File: config.mk
export PLATFORM = sky130hd
export DESIGN_NAME = spanning_tree_port_state_engine
export DESIGN_NICKNAME = d
export VERILOG_FILES = /design/src/hw/rtl/stp_pkg.sv /design/src/hw/rtl/stp_front.sv /design/src/hw/rtl/stp_queue.sv /design/src/hw/rtl/stp_back.sv /design/src/hw/rtl/spanning_tree_port_state_engine.sv
export SDC_FILE = /design/constraint.sdc
export NUM_CORES = 1
export LEC_CHECK = 0
export ABC_AREA = 1
export CORE_UTILIZATION = 50
export CTS_CLUSTER_SIZE = 40
export DETAILED_ROUTE_END_ITERATION = 7
export DONT_BUFFER_PORTS = 1
export SKIP_LAST_GASP = 1
export SLEW_MARGIN = 30
export SYNTH_ARGS = -nofsm -noshare
export SYNTH_HDL_FRONTEND = slang
export SYNTH_SLANG_ARGS = --single-unit
File: constraint.sdc
create_clock -name aclk -period 5.9 [get_ports aclk]
set_input_delay 0.59 -clock aclk [delete_from_list [all_inputs] [get_ports aclk]]
set_output_delay 0.59 -clock aclk [all_outputs]
set_load 0.005 [all_outputs]
File: src/hw/rtl/stp_pkg.sv
`timescale 1ns / 1ps

package stp_pkg;

    // Port count of the bridge and of the neighbor table.
    localparam int PORTS       = 8;
    localparam int TABLE_PORTS = 8;
    localparam int LIVE_CAP    = (PORTS < TABLE_PORTS) ? PORTS : TABLE_PORTS;

    // Queue between front and back.
    localparam int QDEPTH  = 2;
    localparam int QPTR_W  = (QDEPTH > 1) ? $clog2(QDEPTH) : 1;
    localparam int QCNT_W  = $clog2(QDEPTH + 1);

    localparam int ADDR_W  = 4;
    localparam int DATA_W  = 32;

    localparam logic [6:0] HOP_LIMIT = 7'd99;

    // Item kinds
    localparam logic [1:0] ACT_RESTART = 2'd0;
    localparam logic [1:0] ACT_CONFIG  = 2'd1;
    localparam logic [1:0] ACT_DATA    = 2'd2;
    localparam logic [1:0] ACT_POLL    = 2'd3;

    // Register indexes (byte address / 4)
    localparam logic [1:0] REG_OWN_ID    = 2'd0;
    localparam logic [1:0] REG_NBR_TABLE = 2'd1;
    localparam logic [1:0] REG_PORTS_USE = 2'd2;

    typedef struct packed {
        logic [3:0]  own_id;
        logic [31:0] nbr_table;
        logic [3:0]  ports_in_use;
    } cfg_t;

    // Classified item handed from front to back
    typedef struct packed {
        logic [1:0] action;
        logic [2:0] port;
        logic [3:0] adv_root;
        logic [6:0] adv_hops;
        logic [6:0] hop_sat;
        logic [3:0] sid;
        logic       port_live;
        logic [7:0] live_mask;
        logic       own_match;
        logic       src_match;
    } cmd_t;

    typedef struct packed {
        logic [3:0] root_now;
        logic [6:0] hops_now;
        logic       has_parent;
        logic [3:0] parent_now;
        logic [7:0] data_open_mask;
        logic [7:0] config_open_mask;
        logic       announce;
        logic       deliver_local;
        logic [7:0] relay_mask;
    } res_t;

endpackage

File: src/hw/rtl/stp_front.sv
`timescale 1ns / 1ps

module stp_front (
    input  stp_pkg::cfg_t  cfg,
    input  logic [1:0]     action,
    input  logic [2:0]     port,
    input  logic [3:0]     advertised_root,
    input  logic [6:0]     advertised_hops,
    input  logic [3:0]     frame_source,
    input  logic [3:0]     frame_dest,
    output stp_pkg::cmd_t  cmd
);
    import stp_pkg::*;

    logic [3:0] live_cnt;
    logic [7:0] hop_inc;
    logic [3:0] sid;

    // live port count: register value capped by the table size
    always_comb begin
        if (cfg.ports_in_use > 4'(LIVE_CAP)) begin
            live_cnt = 4'(LIVE_CAP);
        end else begin
            live_cnt = cfg.ports_in_use;
        end
    end

    assign hop_inc = {1'b0, advertised_hops} + 8'd1;
    assign sid     = cfg.nbr_table[{port, 2'b00} +: 4];

    always_comb begin
        cmd.action    = action;
        cmd.port      = port;
        cmd.adv_root  = advertised_root;
        cmd.adv_hops  = advertised_hops;
        cmd.hop_sat   = (hop_inc > {1'b0, HOP_LIMIT}) ? HOP_LIMIT : hop_inc[6:0];
        cmd.sid       = sid;
        cmd.port_live = ({1'b0, port} < live_cnt);
        cmd.own_match = (frame_dest == cfg.own_id);
        cmd.src_match = (frame_source == sid);
        for (int i = 0; i < TABLE_PORTS; i++) begin
            cmd.live_mask[i] = (4'(i) < live_cnt);
        end
    end

endmodule

File: src/hw/rtl/stp_queue.sv
`timescale 1ns / 1ps

module stp_queue (
    input  logic           aclk,
    input  logic           aresetn,
    input  logic           wr_valid,
    output logic           wr_ready,
    input  stp_pkg::cmd_t  wr_data,
    output logic           rd_valid,
    input  logic           rd_ready,
    output stp_pkg::cmd_t  rd_data
);
    import stp_pkg::*;

    cmd_t              slot_reg [QDEPTH];
    logic [QPTR_W-1:0] wr_ptr_reg, wr_ptr_next;
    logic [QPTR_W-1:0] rd_ptr_reg, rd_ptr_next;
    logic [QCNT_W-1:0] cnt_reg, cnt_next;
    logic              push, pop;

    assign wr_ready = (cnt_reg != QCNT_W'(QDEPTH));
    assign rd_valid = (cnt_reg != '0);
    assign rd_data  = slot_reg[rd_ptr_reg];
    assign push     = wr_valid && wr_ready;
    assign pop      = rd_valid && rd_ready;

    // pointer and fill count update
    always_comb begin
        wr_ptr_next = wr_ptr_reg;
        rd_ptr_next = rd_ptr_reg;
        cnt_next    = cnt_reg;
        if (push) begin
            wr_ptr_next = (wr_ptr_reg == QPTR_W'(QDEPTH - 1)) ? '0 : wr_ptr_reg + 1'b1;
        end
        if (pop) begin
            rd_ptr_next = (rd_ptr_reg == QPTR_W'(QDEPTH - 1)) ? '0 : rd_ptr_reg + 1'b1;
        end
        if (push && !pop) begin
            cnt_next = cnt_reg + 1'b1;
        end else if (pop && !push) begin
            cnt_next = cnt_reg - 1'b1;
        end
    end

    always_ff @(posedge aclk) begin
        if (!aresetn) begin
            wr_ptr_reg <= '0;
            rd_ptr_reg <= '0;
            cnt_reg    <= '0;
        end else begin
            wr_ptr_reg <= wr_ptr_next;
            rd_ptr_reg <= rd_ptr_next;
            cnt_reg    <= cnt_next;
        end
    end

    // storage, no reset
    always_ff @(posedge aclk) begin
        if (push) begin
            slot_reg[wr_ptr_reg] <= wr_data;
        end
    end

endmodule

File: src/hw/rtl/stp_back.sv
`timescale 1ns / 1ps

module stp_back (
    input  logic           aclk,
    input  logic           aresetn,
    input  stp_pkg::cfg_t  cfg,
    input  logic           cmd_valid,
    output logic           cmd_ready,
    input  stp_pkg::cmd_t  cmd,
    output logic           res_valid,
    input  logic           res_ready,
    output stp_pkg::res_t  res
);
    import stp_pkg::*;

    logic [3:0] root_reg, root_next;
    logic [6:0] hop_reg, hop_next;
    logic       pv_reg, pv_next;
    logic [3:0] pid_reg, pid_next;
    logic [7:0] data_open_reg, data_open_next;
    logic [7:0] cfg_open_reg, cfg_open_next;
    logic       chg_reg, chg_next;
    logic       out_valid_reg;
    res_t       out_reg, out_next;

    logic       fire;
    logic [7:0] nbr_is_sid;
    logic [7:0] nbr_is_parent;
    logic [7:0] restart_mask;
    logic [7:0] port_bit;
    logic       deliver;
    logic [7:0] relay;
    logic       better;

    assign cmd_ready = !out_valid_reg || res_ready;
    assign fire      = cmd_valid && cmd_ready;
    assign res_valid = out_valid_reg;
    assign res       = out_reg;

    // per-port neighbor compares
    always_comb begin
        for (int i = 0; i < TABLE_PORTS; i++) begin
            nbr_is_sid[i]    = (cfg.nbr_table[i*4 +: 4] == cmd.sid);
            nbr_is_parent[i] = (cfg.nbr_table[i*4 +: 4] == pid_reg);
            restart_mask[i]  = (i < LIVE_CAP);
        end
    end

    assign port_bit = 8'd1 << cmd.port;
    assign better   = (cmd.adv_root < root_reg) ||
                      ((cmd.adv_root == root_reg) && (cmd.hop_sat < hop_reg));

    // state update for one word
    always_comb begin
        root_next      = root_reg;
        hop_next       = hop_reg;
        pv_next        = pv_reg;
        pid_next       = pid_reg;
        data_open_next = data_open_reg;
        cfg_open_next  = cfg_open_reg;
        chg_next       = chg_reg;
        deliver        = 1'b0;
        relay          = '0;
        case (cmd.action)
            ACT_RESTART: begin
                root_next      = cfg.own_id;
                hop_next       = '0;
                pv_next        = 1'b0;
                pid_next       = '0;
                data_open_next = '0;
                cfg_open_next  = restart_mask;
                chg_next       = 1'b1;
            end
            ACT_CONFIG: begin
                if (cmd.port_live) begin
                    if (pv_reg && (cmd.sid == pid_reg)) begin
                        // message from the parent
                        if (!((cmd.hop_sat == hop_reg) && (cmd.adv_root == root_reg))) begin
                            root_next = cmd.adv_root;
                            hop_next  = cmd.hop_sat;
                            chg_next  = 1'b1;
                        end
                    end else if (better) begin
                        // adopt sender as parent, close ports toward old parent
                        if (cmd.adv_root < root_reg) begin
                            root_next = cmd.adv_root;
                        end
                        if (pv_reg) begin
                            data_open_next = data_open_next & ~(nbr_is_parent & cmd.live_mask);
                            cfg_open_next  = cfg_open_next & ~(nbr_is_parent & cmd.live_mask);
                        end
                        pv_next        = 1'b1;
                        pid_next       = cmd.sid;
                        hop_next       = cmd.hop_sat;
                        data_open_next = data_open_next | port_bit;
                        cfg_open_next  = cfg_open_next & ~port_bit;
                        chg_next       = 1'b1;
                    end else begin
                        // set arrival port role
                        if (cmd.adv_root > root_reg) begin
                            data_open_next = data_open_next | port_bit;
                            cfg_open_next  = cfg_open_next | port_bit;
                        end else if (hop_reg == cmd.adv_hops) begin
                            if (cfg.own_id < cmd.sid) begin
                                data_open_next = data_open_next & ~port_bit;
                                cfg_open_next  = cfg_open_next | port_bit;
                            end else if (cfg.own_id > cmd.sid) begin
                                data_open_next = data_open_next & ~port_bit;
                                cfg_open_next  = cfg_open_next & ~port_bit;
                            end
                        end else if (hop_reg < cmd.adv_hops) begin
                            data_open_next = data_open_next | port_bit;
                            cfg_open_next  = cfg_open_next | port_bit;
                        end else begin
                            data_open_next = data_open_next & ~port_bit;
                            cfg_open_next  = cfg_open_next & ~port_bit;
                        end
                        // root bridge opens every live port
                        if (root_reg == cfg.own_id) begin
                            data_open_next = data_open_next | cmd.live_mask;
                            cfg_open_next  = cfg_open_next | cmd.live_mask;
                            chg_next       = 1'b0;
                        end
                    end
                end
            end
            ACT_DATA: begin
                if (cmd.port_live) begin
                    if (cmd.own_match) begin
                        deliver = cmd.src_match || data_open_reg[cmd.port];
                    end else if (data_open_reg[cmd.port]) begin
                        relay = data_open_reg & cmd.live_mask & ~nbr_is_sid;
                    end
                end
            end
            ACT_POLL: begin
                chg_next = 1'b0;
            end
            default: begin
            end
        endcase
    end

    // result built from the updated state
    always_comb begin
        out_next.root_now         = root_next;
        out_next.hops_now         = hop_next;
        out_next.has_parent       = pv_next;
        out_next.parent_now       = pv_next ? pid_next : 4'd0;
        out_next.data_open_mask   = data_open_next;
        out_next.config_open_mask = cfg_open_next;
        out_next.announce         = (cmd.action == ACT_POLL) ? chg_reg : chg_next;
        out_next.deliver_local    = deliver;
        out_next.relay_mask       = relay;
    end

    always_ff @(posedge aclk) begin
        if (!aresetn) begin
            root_reg      <= '0;
            hop_reg       <= '0;
            pv_reg        <= 1'b0;
            pid_reg       <= '0;
            data_open_reg <= '0;
            cfg_open_reg  <= restart_mask;
            chg_reg       <= 1'b1;
            out_valid_reg <= 1'b0;
        end else begin
            if (fire) begin
                root_reg      <= root_next;
                hop_reg       <= hop_next;
                pv_reg        <= pv_next;
                pid_reg       <= pid_next;
                data_open_reg <= data_open_next;
                cfg_open_reg  <= cfg_open_next;
                chg_reg       <= chg_next;
                out_valid_reg <= 1'b1;
            end else if (res_ready) begin
                out_valid_reg <= 1'b0;
            end
        end
    end

    // output word register
    always_ff @(posedge aclk) begin
        if (fire) begin
            out_reg <= out_next;
        end
    end

endmodule

File: src/hw/rtl/spanning_tree_port_state_engine.sv
// Path: an accepted word passes the queue and then the back end's output register to m_tvalid.
// Throughput: one word per cycle while m_tready is high; the back end updates all port state
// for each word, and a two-entry queue plus the output register absorb up to three words of
// back-pressure. Reset: synchronous, active low; registers return to defaults, the queue
// empties and the tree state restarts with this bridge as root and announce pending.
`timescale 1ns / 1ps

module spanning_tree_port_state_engine (
    input  logic        aclk,
    input  logic        aresetn,
    // APB configuration
    input  logic        psel,
    input  logic        penable,
    input  logic        pwrite,
    input  logic [stp_pkg::ADDR_W-1:0] paddr,
    input  logic [stp_pkg::DATA_W-1:0] pwdata,
    output logic [stp_pkg::DATA_W-1:0] prdata,
    output logic        pready,
    // input stream
    input  logic        s_tvalid,
    output logic        s_tready,
    // port[2:0], advertised_root[6:3], advertised_hops[13:7],
    // frame_source[17:14], frame_dest[21:18], zero pad[23:22]
    input  logic [23:0] s_tdata,
    // action[1:0]
    input  logic [1:0]  s_tuser,
    // result stream
    output logic        m_tvalid,
    input  logic        m_tready,
    // root_now[3:0], hops_now[10:4], has_parent[11], parent_now[15:12],
    // data_open_mask[23:16], config_open_mask[31:24], announce[32],
    // deliver_local[33], relay_mask[41:34], zero pad[47:42]
    output logic [47:0] m_tdata
);
    import stp_pkg::*;

    logic [3:0]  own_id_reg;
    logic [31:0] nbr_table_reg;
    logic [3:0]  ports_use_reg;
    logic        cfg_wr;
    cfg_t        cfg;
    cmd_t        front_cmd;
    cmd_t        q_cmd;
    logic        q_valid, q_ready;
    res_t        res;

    // configuration registers
    assign pready = 1'b1;
    assign cfg_wr = psel && penable && pwrite && pready;

    always_ff @(posedge aclk) begin
        if (!aresetn) begin
            own_id_reg    <= '0;
            nbr_table_reg <= '0;
            ports_use_reg <= 4'(TABLE_PORTS);
        end else if (cfg_wr) begin
            case (paddr[3:2])
                REG_OWN_ID:    own_id_reg    <= pwdata[3:0];
                REG_NBR_TABLE: nbr_table_reg <= pwdata;
                REG_PORTS_USE: ports_use_reg <= pwdata[3:0];
                default: begin
                end
            endcase
        end
    end

    always_comb begin
        case (paddr[3:2])
            REG_OWN_ID:    prdata = {28'd0, own_id_reg};
            REG_NBR_TABLE: prdata = nbr_table_reg;
            REG_PORTS_USE: prdata = {28'd0, ports_use_reg};
            default:       prdata = '0;
        endcase
    end

    assign cfg.own_id       = own_id_reg;
    assign cfg.nbr_table    = nbr_table_reg;
    assign cfg.ports_in_use = ports_use_reg;

    // front: classify incoming word
    stp_front u_front (
        .cfg             (cfg),
        .action          (s_tuser),
        .port            (s_tdata[2:0]),
        .advertised_root (s_tdata[6:3]),
        .advertised_hops (s_tdata[13:7]),
        .frame_source    (s_tdata[17:14]),
        .frame_dest      (s_tdata[21:18]),
        .cmd             (front_cmd)
    );

    stp_queue u_queue (
        .aclk     (aclk),
        .aresetn  (aresetn),
        .wr_valid (s_tvalid),
        .wr_ready (s_tready),
        .wr_data  (front_cmd),
        .rd_valid (q_valid),
        .rd_ready (q_ready),
        .rd_data  (q_cmd)
    );

    // back: apply to tree state
    stp_back u_back (
        .aclk      (aclk),
        .aresetn   (aresetn),
        .cfg       (cfg),
        .cmd_valid (q_valid),
        .cmd_ready (q_ready),
        .cmd       (q_cmd),
        .res_valid (m_tvalid),
        .res_ready (m_tready),
        .res       (res)
    );

    assign m_tdata = {6'd0, res.relay_mask, res.deliver_local, res.announce,
                      res.config_open_mask, res.data_open_mask, res.parent_now,
                      res.has_parent, res.hops_now, res.root_now};

endmodule

# Word level (Yosys, flattened, before mapping)
# Memory sizes are Yosys's and may differ from the RTL's. A register that Yosys moved wholly into a read port is not among the register bits.
# Index checks and enable logic that the tools add are counted.
# word_totals
ff_bits,120
ramBits,76
out_inout_bits,83
word_cells,201
n_memories,1
# mem_list
memory,depth,word_bits,rd,rd_clocked_by_memory_dff,write_ports,line,text
u_queue.slot_reg,2,38,1,1,1,stp_queue.sv:15,cmd_t slot_reg [QDEPTH];
# op_classes
addsub,5
n_lt_le_gt_ge,18
eq_ne,29
shift,2
muxes,79
n_bitwise,19
reduce_logical,25
# ops
op,n
8-bit two-way mux,36
32-bit case mux with 3 select lines,1
4-bit equality test,21
8-bit AND,8
8-bit bitwise OR,5
4-bit two-way mux,9
7-bit two-way mux,5
8-bit case mux with 2 select lines,2
32-bit by 6-bit indexed part select with 4-bit output,1
8-bit NOT,3
1-bit two-way mux,18
3-bit by 4-bit less-than comparator with 1-bit output (first input constant),4
4-bit case mux with 2 select lines,2
7-bit equality test,2
7-bit less-than comparator,2
7-bit case mux with 2 select lines,1
1-bit logical AND,9
7-bit by 1-bit adder with 8-bit output (second input constant),1
4-bit > comparator,2
8-bit by 7-bit > comparator with 1-bit output (second input constant),1
1-bit by 4-bit less-than comparator with 1-bit output (first input constant),2
2-bit by 4-bit less-than comparator with 1-bit output (first input constant),2
4-bit less-than comparator,2
1-bit by 3-bit << shifter with 8-bit output (first input constant),1
other kinds (21),37

# Longest topological paths before layout
# Gate-level depths: netlist of run 1.
# depth
ltp_word,17
ltp_mapped,24

# Cells and area by module
# Synthesis of run 1 repeated with hierarchy kept, for this count alone.
# hier_totals
hier_cells,1659
hier_area_um2,12528.3
# by_module_without_submodules
mod,instances,cells_per_inst,area_per_inst_um2,seq_area_each_um2
stp_back,1,963,6402.4,1941.9
stp_queue,1,155,3064.2,2382.3
spanning_tree_port_state_engine,1,344,2090.8,800.8
stp_front,1,197,970.9,0.0

# Least setup slack after synthesis of run 1
# Ideal clock, no wire load.
# synth_timing
path_kind,input port to flip-flop
start,input port s_tvalid
end,"memory u_queue.slot_reg[1][0] (netlist name), enable pin"
setup_ps,435
t_arrival_ps,2300
required_time_ps,5465
path_slack_ps,3165
stages,2
path_cell_list,nand2_1 > nor2_1
# synth_via
elab_chain_len,3
# synth_lines
element,line,text
from (decl),spanning_tree_port_state_engine.sv:20,"input logic s_tvalid,"
1-bit logical AND,stp_queue.sv:24,assign push = wr_valid && wr_ready;
1-bit two-way mux,stp_queue.sv:59,if (push) begin
1-bit two-way mux (implied by the code),stp_queue.sv:60,slot_reg[wr_ptr_reg] <= wr_data;
to (decl),stp_queue.sv:15,
# Every way passes these cells.

==> metrics, run 1 <==
Relative slew margins 38.83%; DR WL met3 2290 um; cell mode on critical path nand2_1; Die Ht 155.3 um; synthesized area per cell 7.580 um2; Slew Viols, Final 0; fin crit share 61.51%; number of buffers created by CTS 17; H-tree depth 4; Synth Warn # 0; Sw Share 47.91%; setup tns final 0 ns; internal power 0.003463 W; number of clock sinks 197; Util after Layout 54.77%; GRT overflow 0; sw power 0.003185 W; Cells after Synth 1551; r2r worst-path depth 14; maximum vdd ir drop 415.1 uV; global-route wire length before repair 51860 um; ANT cells 0; slowest library cell on the worst path o21ai_0; Peak Freq 0.2756 GHz; via count 10123; Total GRT Usage 28.60%; setup slack, reg-to-reg 2.27 ns; max FFs per register 76; CTS Buffer Depth 2; Largest stage delay, worst path 0.40 ns; pin count of the biggest net entering global routing 64; num ports 152; Hold Crit Class primary input to register; Final #Nets 1612; RD Place Congestion 0.9236; reg-to-reg endpoint u_back.res[29]; final hold vios 0; Comb pwr share 49.2%; final setup vio count 0; post-CTS sizing 0; Critical Path RT 6.13 ns; Crit Path Category register to register; Initial Util 51.46%; unrepaired setup endpoints after global routing false; Tmin final 3.629 ns; ys async rst share 0%; status finished clean; DR top layer met4; Leakage 5.347 nW; post-synthesis register bit count 197; cell row count 55; CP arrival 3.86 ns; end point of the critical path u_back.res[29]; post-synthesis sequential area ratio 43.59%; area delta synth->final 6.439%; Detailed Route Iter0 Violations 853; synthesized area 0.01176 mm2; met2 routed WL 15050 um; latest clock arrival within the worst-skew pair 0.45 ns; total die area 0.02413 mm2; Main synth FF type edfxtp_1; wire per inst 18.21 um; worst hold margin 0.2264 ns; chip width 155.3 um; post-route clock skew 0.01604 ns; Cell variety after synth 52; initial antenna violation count 0; Clk pwr share 18.1%; Synth top area share 30.14%; metal1 wirelength 15580 um; worst path cell trace buf_4 -> o21ai_0 -> inv_1 -> ha_1 -> nand2_1 -> nor2_1 -> nand2_1 -> nor2_1 -> nand2_1 -> nand2_2 -> inv_2 -> nor2_2 -> o211ai_1 -> a21oi_1; CP max FO 47; CTS Hold Bufs 0; layout cell share with drive strength beyond 1 7.456%; Worst Setup End Kind register; Pwr per Cell Area 531.3 mW/mm2; Sequential Power Share 32.8%; postcts setup bufs 0; Total Wirelength 33550 um; clock-pin slew on the worst setup and hold paths 0.09 ns; max_cap viols 0; Post-synth EDFFs 118; fillcell total 2222; PortBufs 0; number of global-route vias before repair 9083; CTS tree built; core box area 0.02285 mm2; cell taking the most area after synthesis edfxtp_1; Worst setup SP type register; Root Driver clkbuf_16; hold_sp s_tdata[13]; Slew @ Worst Pin 0.9080 ns; drt drc 0; dominant cells by area after synthesis edfxtp_1, dfxtp_1, nand2_1; Antenna Nets Post-Route 0; First-pass DRT Iterations 5; final HPWL from detailed placement 23970 um; vias per inst 5.496
per-layer routing:
layer	global-route usage (%)	up-vias
li1	-	5025
met1	41.27	4705
met2	43.63	354
met3	4.875	39
met4	8.777	0
met5	0	-
cells by family after synthesis:
| kind of cell | synth area share, % |
|---|---|
| compound gates | 15.78 |
| other cells | 0.06388 |
| fa+ha+maj | 2.874 |
| xor+xnor | 3.650 |
| mux | 0.6812 |
| simple gates | 23.78 |
| flops | 43.59 |
| buf+inv | 9.578 |
worst max-delay path, delay by kind of cell, from the launching register on:
kind                       cells  cell delay (ns)
and+or+nand+nor                7             1.28
AOI/OAI and AO/OA              3             0.86
buffers and inverters          3             0.62
DFF                            1             0.33
adders and majority gates      1             0.30
cells in the final DEF, fill, tap and decap left out, types with 5 or more instances in the layout:
cell	instances
a21boi_1	7
a21oi_1	124
a21oi_2	6
buf_4	14
clkbuf_16	17
conb_1	7
dfxtp_1	78
edfxtp_1	118
ha_1	27
inv_1	176
inv_2	14
inv_8	5
mux2i_1	8
nand2_1	370
nand2_2	7
nand3_1	97
nand3b_1	5
nor2_1	143
nor2_2	8
nor3_1	13
o211ai_1	8
o21ai_0	123
o21ai_1	16
o21ai_2	9
o22ai_1	10
or2_2	14
xnor2_1	6
xor2_1	43
worst min path at each step:
stage | to | cells past startpoint
after global placement | register | 1
after global routing | u_queue.slot_reg[1][22] | 0
after floorplan | register | 1
after CTS | u_queue.slot_reg[1][24] | 0
after detailed placement | register | 1
final | u_queue.slot_reg[1][28] | 0
power groups by stage:
stage               combinational, W  sequential [W]  clock (W)
floorplan                    0.00252         0.00209          0
global placement             0.00319         0.00220          0
detailed placement           0.00322         0.00221          0
CTS                          0.00324         0.00218    0.00122
global route                 0.00370         0.00222    0.00127
finish                       0.00327         0.00218    0.00120
cells in the mapped netlist (2+ instances only):
cell type,number
nand2_1,370
inv_1,176
nor2_1,145
a21oi_1,125
o21ai_0,123
edfxtp_1,118
nand3_1,97
dfxtp_1,79
xor2_1,43
clkbuf_1,36
ha_1,27
buf_2,17
o21ai_1,16
inv_2,14
or2_2,14
nor3_1,13
buf_4,12
o22ai_1,10
o21ai_2,9
mux2i_1,8
nor2_2,8
o211ai_1,8
a21boi_1,7
nand2_2,7
a21oi_2,6
buf_6,6
xnor2_1,6
nand3b_1,5
a31oi_1,4
o221ai_1,4
o31ai_1,4
clkinv_1,3
nand4_1,3
o41ai_1,3
or2_1,3
a21o_1,2
conb_1,2
nor4_1,2
o21a_1,2
o21bai_1,2
cell type report:
cell class	count	area [um2]	share of cell area, %
Multi-Input combinational cell	1093	5550	44.36
Clock inverter	15	190.2	1.520
Clock buffer	17	425.4	3.400
Inverter	193	724.4	5.789
Timing Repair Buffer	14	105.1	0.8399
Tap cell	313	391.6	3.130
Sequential cell	197	5126	40.97
stage by stage:
| step | instance area, um2 | setup WS, ns | instances | power (W) |
|---|---|---|---|---|
| floorplan | 11780 | 3.165 | 1556 | 0.004608 |
| global placement | 11900 | 2.307 | 1810 | 0.005391 |
| CTS | 12510 | 2.302 | 1842 | 0.006629 |
| finish | 12510 | 2.271 | 1842 | 0.006649 |
| detailed placement | 11900 | 2.322 | 1810 | 0.005430 |
| global route | 12510 | 1.920 | 1842 | 0.007186 |
Note: power is estimated with default switching activity, not from simulation.
==> run 2, diff against run 1 <==
--- a/config.mk
+++ b/config.mk
@@ -5,11 +5,12 @@
 export SDC_FILE = /design/constraint.sdc
 export NUM_CORES = 1
 export LEC_CHECK = 0
-export ABC_AREA = 1
+export ABC_AREA = 0
 export CORE_UTILIZATION = 50
 export CTS_CLUSTER_SIZE = 40
 export DETAILED_ROUTE_END_ITERATION = 7
 export DONT_BUFFER_PORTS = 1
+export PLACE_DENSITY = 0.68
 export SKIP_LAST_GASP = 1
 export SLEW_MARGIN = 30
 export SYNTH_ARGS = -nofsm -noshare
==> constraint.sdc (replaced) <==
create_clock -name aclk -period 3.1 [get_ports aclk]
set_input_delay 0.31 -clock aclk [delete_from_list [all_inputs] [get_ports aclk]]
set_output_delay 0.31 -clock aclk [all_outputs]
set_load 0.005 [all_outputs]
==> run 2 against run 1 <==
  * Routed wire length fell by 8.9%
  * First-iteration DRC count rose by 14%
  * Clock power rose by 93%
  * Fmax rose by 20%
  * Synthesized cell count fell by 30%
  * Final area rose by 3.3%
  * Global-route usage fell by 0.43 points
  * Combinational power rose by 26%
  * Area after synthesis fell by 6.4%
  * Count of clock-buffer cells in the layout rose by 9
  * Sequential power rose by 76%
  * Critical endpoint is now u_back.res[15]
  * Largest power group unchanged
==> metrics, run 2 <==
Non-Filler Instances 1460 (-21%); Cells after Synth 1084 (-30%); r2r worst-path depth 11 (-3); dominant cells by area after synthesis edfxtp_1, dfxtp_1, nand2_1; unrepaired setup endpoints after global routing true; CP max FO 7 (-85%); Critical Path RT 3.29 ns (-2.84 ns); CTS tree built; Peak Freq 0.3312 GHz (+20%); max FFs per register 76 (unchanged); Synth Warn # 0 (unchanged); area delta synth->final 17.56%; global-route wire length before repair 47550 um (-8.3%); Area after DPL 0.01187 mm2 (-0.23%); final setup vio count 0 (unchanged); fin crit share 97.40% (+36 points); num ports 152 (unchanged); reg-to-reg endpoint u_back.res[15]; Slew Viols, Final 0 (unchanged); Comb pwr share 40.2% (-9.0 points); Hold Crit Class primary input to register; core box area 0.02129 mm2 (-6.8%); Synth top area share 32.21% (+2.1 points); Main synth FF type edfxtp_1; post-placement cell count 1388 (-23%); post-route clock skew 0.01071 ns (-0.005330 ns); worst path cell trace buf_12 -> mux2_2 -> ha_1 -> nand4_1 -> buf_4 -> a21boi_2 -> buf_4 -> nor2_4 -> o21ai_0 -> a2111oi_4 -> nor2_1; Antenna Nets Post-Route 0 (unchanged); most numerous cell in the Yosys netlist nand2_1; CP arrival 3.21 ns (-0.65 ns); final HPWL from detailed placement 22270 um (-7.1%); Final #Nets 1267 (-21%); Relative slew margins 46.08% (+7.3 points); clock-pin slew on the worst setup and hold paths 0.08 ns (about the same); max_cap viols 0 (unchanged); fillcell total 1737 (-22%); number of buffers created by CTS 17 (unchanged); Die Ht 150.3 um (-3.2%); via count 8744 (-14%); H-tree depth 4 (unchanged); RD Place Congestion 0.9745 (+5.5%); Total Wirelength 30570 um (-8.9%); Leakage 4.653 nW (-13%); Clk pwr share 22.6% (+4.5 points); setup slack, reg-to-reg 0.08 ns (-2.19 ns); Detailed Route Iter0 Violations 973 (+14%); final hold vios 0 (unchanged); cell row count 53 (-3.6%); vias per inst 5.989 (+9.0%); worst hold margin 0.01146 ns (-0.2149 ns); GRT overflow 0 (unchanged); Pwr per Cell Area 794.6 mW/mm2 (+50%); Post-synth top cells nand2_1, edfxtp_1, nor2_1; Tmin final 3.019 ns (-0.6096 ns); end point of the critical path u_back.res[15]; Worst setup SP type register; Slew @ Worst Pin 0.8077 ns (-0.1004 ns); pin count of the biggest net entering global routing 39 (-39%); Post-synth EDFFs 118 (unchanged); total power 0.01028 W (+55%); First-pass DRT Iterations 5 (unchanged); Sequential Power Share 37.2% (+4.4 points); ys async rst share 0% (unchanged); synthesized area per cell 10.15 um2 (+34%); number of global-route vias before repair 8345 (-8.1%); wire per inst 20.94 um (+15%); internal power 0.006416 W (+85%); post-synthesis sequential area ratio 46.59% (+3.0 points); Root Driver clkbuf_16; cell mode on critical path buf_4; Worst Setup End Kind register; sw power 0.003860 W (+21%); CTS Buffer Depth 2 (unchanged); layout cell share with drive strength beyond 1 16.98% (+9.5 points); Cell variety after synth 82 (+58%); drt drc 0 (unchanged); Total GRT Usage 28.17% (-0.43 points); latest clock arrival within the worst-skew pair 0.44 ns (about the same); Crit Path Category register to register; chip width 150.3 um (-3.2%); PortBufs 0 (unchanged); slowest library cell on the worst path a2111oi_4; cell taking the most area after synthesis edfxtp_1; commonest cells after routing, fill and taps aside nand2_1, edfxtp_1, nor2_1, buf_4; Initial Util 51.68% (+0.22 points); maximum vdd ir drop 528.2 uV (+27%); setup tns final 0 ns (unchanged); most common cell after layout, fill and taps aside nand2_1; Sw Share 37.56% (-10 points); number of clock sinks 197 (unchanged); initial antenna violation count 1 (+1); status finished clean; total die area 0.02260 mm2 (-6.4%); Largest stage delay, worst path 0.43 ns (+0.03 ns); Post-Layout Inst Area 0.01293 mm2 (+3.3%); post-synthesis register bit count 197 (unchanged); synthesized area 0.01100 mm2 (-6.4%)
## run 2: metrics by stage
stage               util (%)  worst slack, ns
floorplan                  -          -0.2817
global placement       55.76          0.04193
detailed placement     55.76         -0.01873
CTS                    60.47          0.06393
global route           60.75         -0.01421
finish                 60.75          0.08075
## run 2: area by class of cell
type / count / area (um2) / area share, %
Antenna cell: 1 / 2.502 / 0.01935
Clock inverter: 6 / 43.79 / 0.3386
Sequential cell: 197 / 5129 / 39.66
Clock buffer: 26 / 585.6 / 4.528
Inverter: 34 / 127.6 / 0.9868
Multi-Input combinational cell: 801 / 5667 / 43.82
Tap cell: 275 / 344.1 / 2.661
Timing Repair Buffer: 120 / 1033 / 7.991
## run 2: critical path: cells and delay by family, from the launching register on
| kind | cells | cell delay, ns |
|---|---|---|
| multiplexers | 1 | 0.36 |
| adder cells (fa/ha/maj) | 1 | 0.30 |
| AO/OA/AOI/OAI | 3 | 0.80 |
| flip-flops | 1 | 0.39 |
| AND/OR/NAND/NOR | 3 | 0.41 |
| buffers and inverters | 3 | 0.52 |
## run 2: power by group through the flow
stage / Sequential, W / Combinational, W / Clock (W)
after global routing: 0.00390 / 0.00447 / 0.00247
after floorplan: 0.00376 / 0.00272 / 0
final: 0.00383 / 0.00413 / 0.00232
after CTS: 0.00385 / 0.00403 / 0.00234
after detailed placement: 0.00390 / 0.00396 / 0
after global placement: 0.00389 / 0.00389 / 0
## run 2: layer usage
metal	vias to the layer above	share of wire [%]	GRT usage (%)	wire [um]
li1	4117	-	-	-
met1	4217	44	39.04	13500
met2	365	46	44.42	14100
met3	45	8.1	6.000	2484
met4	0	1.6	7.677	486
met5	-	0	0	0
## run 2: timing repair
action / in CTS / in global routing
cloned: 0 / 0
hold buffers: 37 / 1
pin swaps: 0 / 0
setup buffers: 0 / 1
resized for setup: 1 / 6
endpoints found under the setup margin: 5 / 16
endpoints found under the hold margin: 54 / 1
## run 2: how the worst min path moves through the flow
stage	cells after the start	end	slack [ns]	start
5_1_grt	2	nbr_table_reg[16]	0.005	pwdata[16]
4_1_cts	2	nbr_table_reg[21]	0.0008	pwdata[21]
2_1_floorplan	1	u_back.chg_reg	0.37	aresetn
6_report	2	nbr_table_reg[21]	0.01	pwdata[21]
3_3_place_gp	1	u_back.chg_reg	0.38	aresetn
3_5_place_dp	1	u_back.chg_reg	0.38	aresetn
## run 2: cells by family (layout without fill, tap and decap cells)
group / after synthesis / after routing / synth area share (%)
DFF: 197 / 197 / 46.59
muxes: 65 / 65 / 7.325
AOI/OAI and AO/OA: 240 / 240 / 15.15
and+or+nand+nor: 373 / 373 / 16.89
xor gates and xnor gates: 89 / 89 / 7.154
buffers and inverters: 91 / 186 / 3.753
other: 2 / 8 / 0.06827
adders and majority gates: 27 / 27 / 3.071
==> run 3, diff against run 2 <==
--- a/config.mk
+++ b/config.mk
@@ -6,10 +6,13 @@
 export NUM_CORES = 1
 export LEC_CHECK = 0
 export ABC_AREA = 0
+export CORE_MARGIN = 10
 export CORE_UTILIZATION = 50
 export CTS_CLUSTER_SIZE = 40
 export DETAILED_ROUTE_END_ITERATION = 7
 export DONT_BUFFER_PORTS = 1
+export GPL_TIMING_DRIVEN = 0
+export MAX_ROUTING_LAYER = met4
 export PLACE_DENSITY = 0.68
 export SKIP_LAST_GASP = 1
 export SLEW_MARGIN = 30
==> run 3 against run 2 <==
  * Routed wire length up 14%
  * Global-route usage down 4.0 points
  * Final area up 7.1%
  * Flip-flop and latch count unchanged
  * Worst setup slack worse by 0.084 ns
  * Fmax down 2.7%
  * Largest power group unchanged
  * The run now ends with negative setup slack left
  * Non-clock buffer count up 54
  * Worst hold slack better by 0.0035 ns
==> metrics, run 3 (synthesis gave the netlist of run 2 again) <==
setup slack, reg-to-reg -0.004 ns (-0.08 ns); vias per inst 6.087 (+1.6%); Crit Path Category register to register; Slew Viols, Final 0 (unchanged); Antenna Nets Post-Route 0 (unchanged); Root Driver clkbuf_16; Non-Filler Instances 1518 (+4.0%); area delta synth->final 25.90%; number of buffers created by CTS 17 (unchanged); Area after DPL 0.01166 mm2 (-1.8%); Tmin final 3.104 ns (+0.08438 ns); post-route clock skew 0.008932 ns (-0.001780 ns); wire per inst 22.95 um (+9.6%); Largest stage delay, worst path 0.36 ns (-0.07 ns); fillcell total 1710 (-1.6%); Hold Crit Class primary input to register; Total Wirelength 34840 um (+14%); Relative slew margins 37.81% (-8.3 points); Initial Util 50.56% (-1.1 points); CTS Buffer Depth 2 (unchanged); clock-pin slew on the worst setup and hold paths 0.07 ns (about the same); Peak Freq 0.3222 GHz (-2.7%); post-placement cell count 1373 (-1.1%); Worst setup SP type register; via count 9240 (+5.7%); H-tree depth 4 (unchanged); commonest cells after routing, fill and taps aside nand2_1, edfxtp_1, dfxtp_1; core box area 0.02176 mm2 (+2.2%); Detailed Route Iter0 Violations 978 (+0.51%); fin crit share 100.1% (+2.7 points); slowest library cell on the worst path dfxtp_2; most common cell after layout, fill and taps aside nand2_1; latest clock arrival within the worst-skew pair 0.45 ns (about the same); final setup vio count 1 (+1); worst hold margin 0.01494 ns (+0.003483 ns); area occupied by multi-input gates 0.006128 mm2 (+8.1%); pin count of the biggest net entering global routing 41 (+5.1%); max_cap viols 0 (unchanged); Total GRT Usage 24.21% (-4.0 points); cell row count 54 (+1.9%); final HPWL from detailed placement 24210 um (+8.7%); number of global-route vias before repair 8962 (+7.4%); layout cell share with drive strength beyond 1 21.41% (+4.4 points); Leakage 4.928 nW (+5.9%); Final #Nets 1321 (+4.3%); max FFs per register 76 (unchanged); GRT overflow 0 (unchanged); Post-Layout Inst Area 0.01385 mm2 (+7.1%); num ports 152 (unchanged); setup tns final -0.003627 ns (-0.003627 ns); Die Ht 168.3 um (+12%); drt drc 0 (unchanged); total die area 0.02833 mm2 (+25%); Reg area 0.005126 mm2 (about the same); ANT cells 0 (-1); final hold vios 0 (unchanged); maximum vdd ir drop 492.1 uV (-6.8%); CTS tree built; worst path cell trace buf_8 -> buf_12 -> buf_12 -> mux2i_4 -> inv_2 -> ha_4 -> a211o_1 -> a211o_1 -> buf_6 -> o2bb2ai_4 -> clkbuf_8 -> nor2_1 -> o21bai_1 -> o21ai_1; number of clock sinks 197 (unchanged); PortBufs 0 (unchanged); failing checks negative setup slack; First-pass DRT Iterations 5 (unchanged); CP arrival 3.26 ns (+0.05 ns); chip width 168.3 um (+12%); status finished with violations; RD Place Congestion 0.9825 (+0.82%); CP max FO 6 (-1); unrepaired setup endpoints after global routing true; Worst Setup End Kind register; Critical Path RT 3.25 ns (-0.04 ns); final worst slack -0.003627 ns (-0.08438 ns); global-route wire length before repair 52550 um (+11%); Pwr per Cell Area 805.0 mW/mm2 (+1.3%); initial antenna violation count 0 (-1); total power 0.01115 W (+8.5%); Slew @ Worst Pin 0.9070 ns (+0.09929 ns)
## run 3: changes by cell type in the layout (fill, tap and decap cells not counted), sizes merged
cell / delta
buf: +9
bufinv: +1
clkbuf: +25
clkinv: +1
clkinvlp: +4
diode: -1
dlygate4sd3: +11
inv: +3
## run 3: power by group
| part | total (W) | internal [W] | switching (W) |
|---|---|---|---|
| logic | 0.00511 | 0.00218 | 0.00293 |
| registers | 0.00384 | 0.00346 | 0.000384 |
| clock network | 0.00220 | 0.00113 | 0.00107 |
| total | 0.0111 | 0.00677 | 0.00438 |
## run 3: worst max-delay path: cells and delay by family (launching register included)
family	cells	cell delay, ns
fa+ha+maj	1	0.21
flops	1	0.36
buf+inv	6	0.82
simple gates	1	0.05
compound gates	5	1.11
mux	1	0.25
## run 3: final timing paths
kind / start / cells past startpoint / end
hold / removal: pwdata[2] / 2 / ports_use_reg[2]
setup / recovery: register / 14 / u_back.res[32]
setup reg to reg: register / 14 / u_back.res[32]
hold reg to reg: u_queue.rd_ptr_reg / 2 / u_queue.rd_ptr_reg
## run 3: per-stage QoR
stage	util, %	setup WS (ns)
2_1_floorplan	-	-0.2817
3_3_place_gp	53.09	-1.303
3_5_place_dp	53.59	-0.9731
4_1_cts	62.51	-0.1342
5_1_grt	63.66	-0.09115
6_report	63.66	-0.003627
## run 3: area by class of cell
type                            count  share of cell area, %
Buffer                             50                  2.231
Clock inverter                     15                  1.093
Timing Repair Buffer              124                  8.890
Sequential cell                   197                  37.01
Multi-Input combinational cell    801                  44.25
Tap cell                          280                  2.530
Inverter                           34                 0.9215
Clock buffer                       17                  3.072
## run 3: repair_timing
item,CTS,global route
resized for setup,87,34
hold buffers,48,1
endpoints found under the hold margin,65,1
gates cloned,4,0
pin swaps,37,27
setup endpoints to repair,66,64
buffers inserted,51,18
## run 3: metal layers
metal | track usage (%) | share of wire (%) | up-vias
li1 | - | - | 4216
met1 | 30.22 | 40 | 4497
met2 | 38.06 | 48 | 447
met3 | 4.959 | 8.0 | 80
met4 | 9.122 | 3.2 | 0
met5 | - | 0 | -
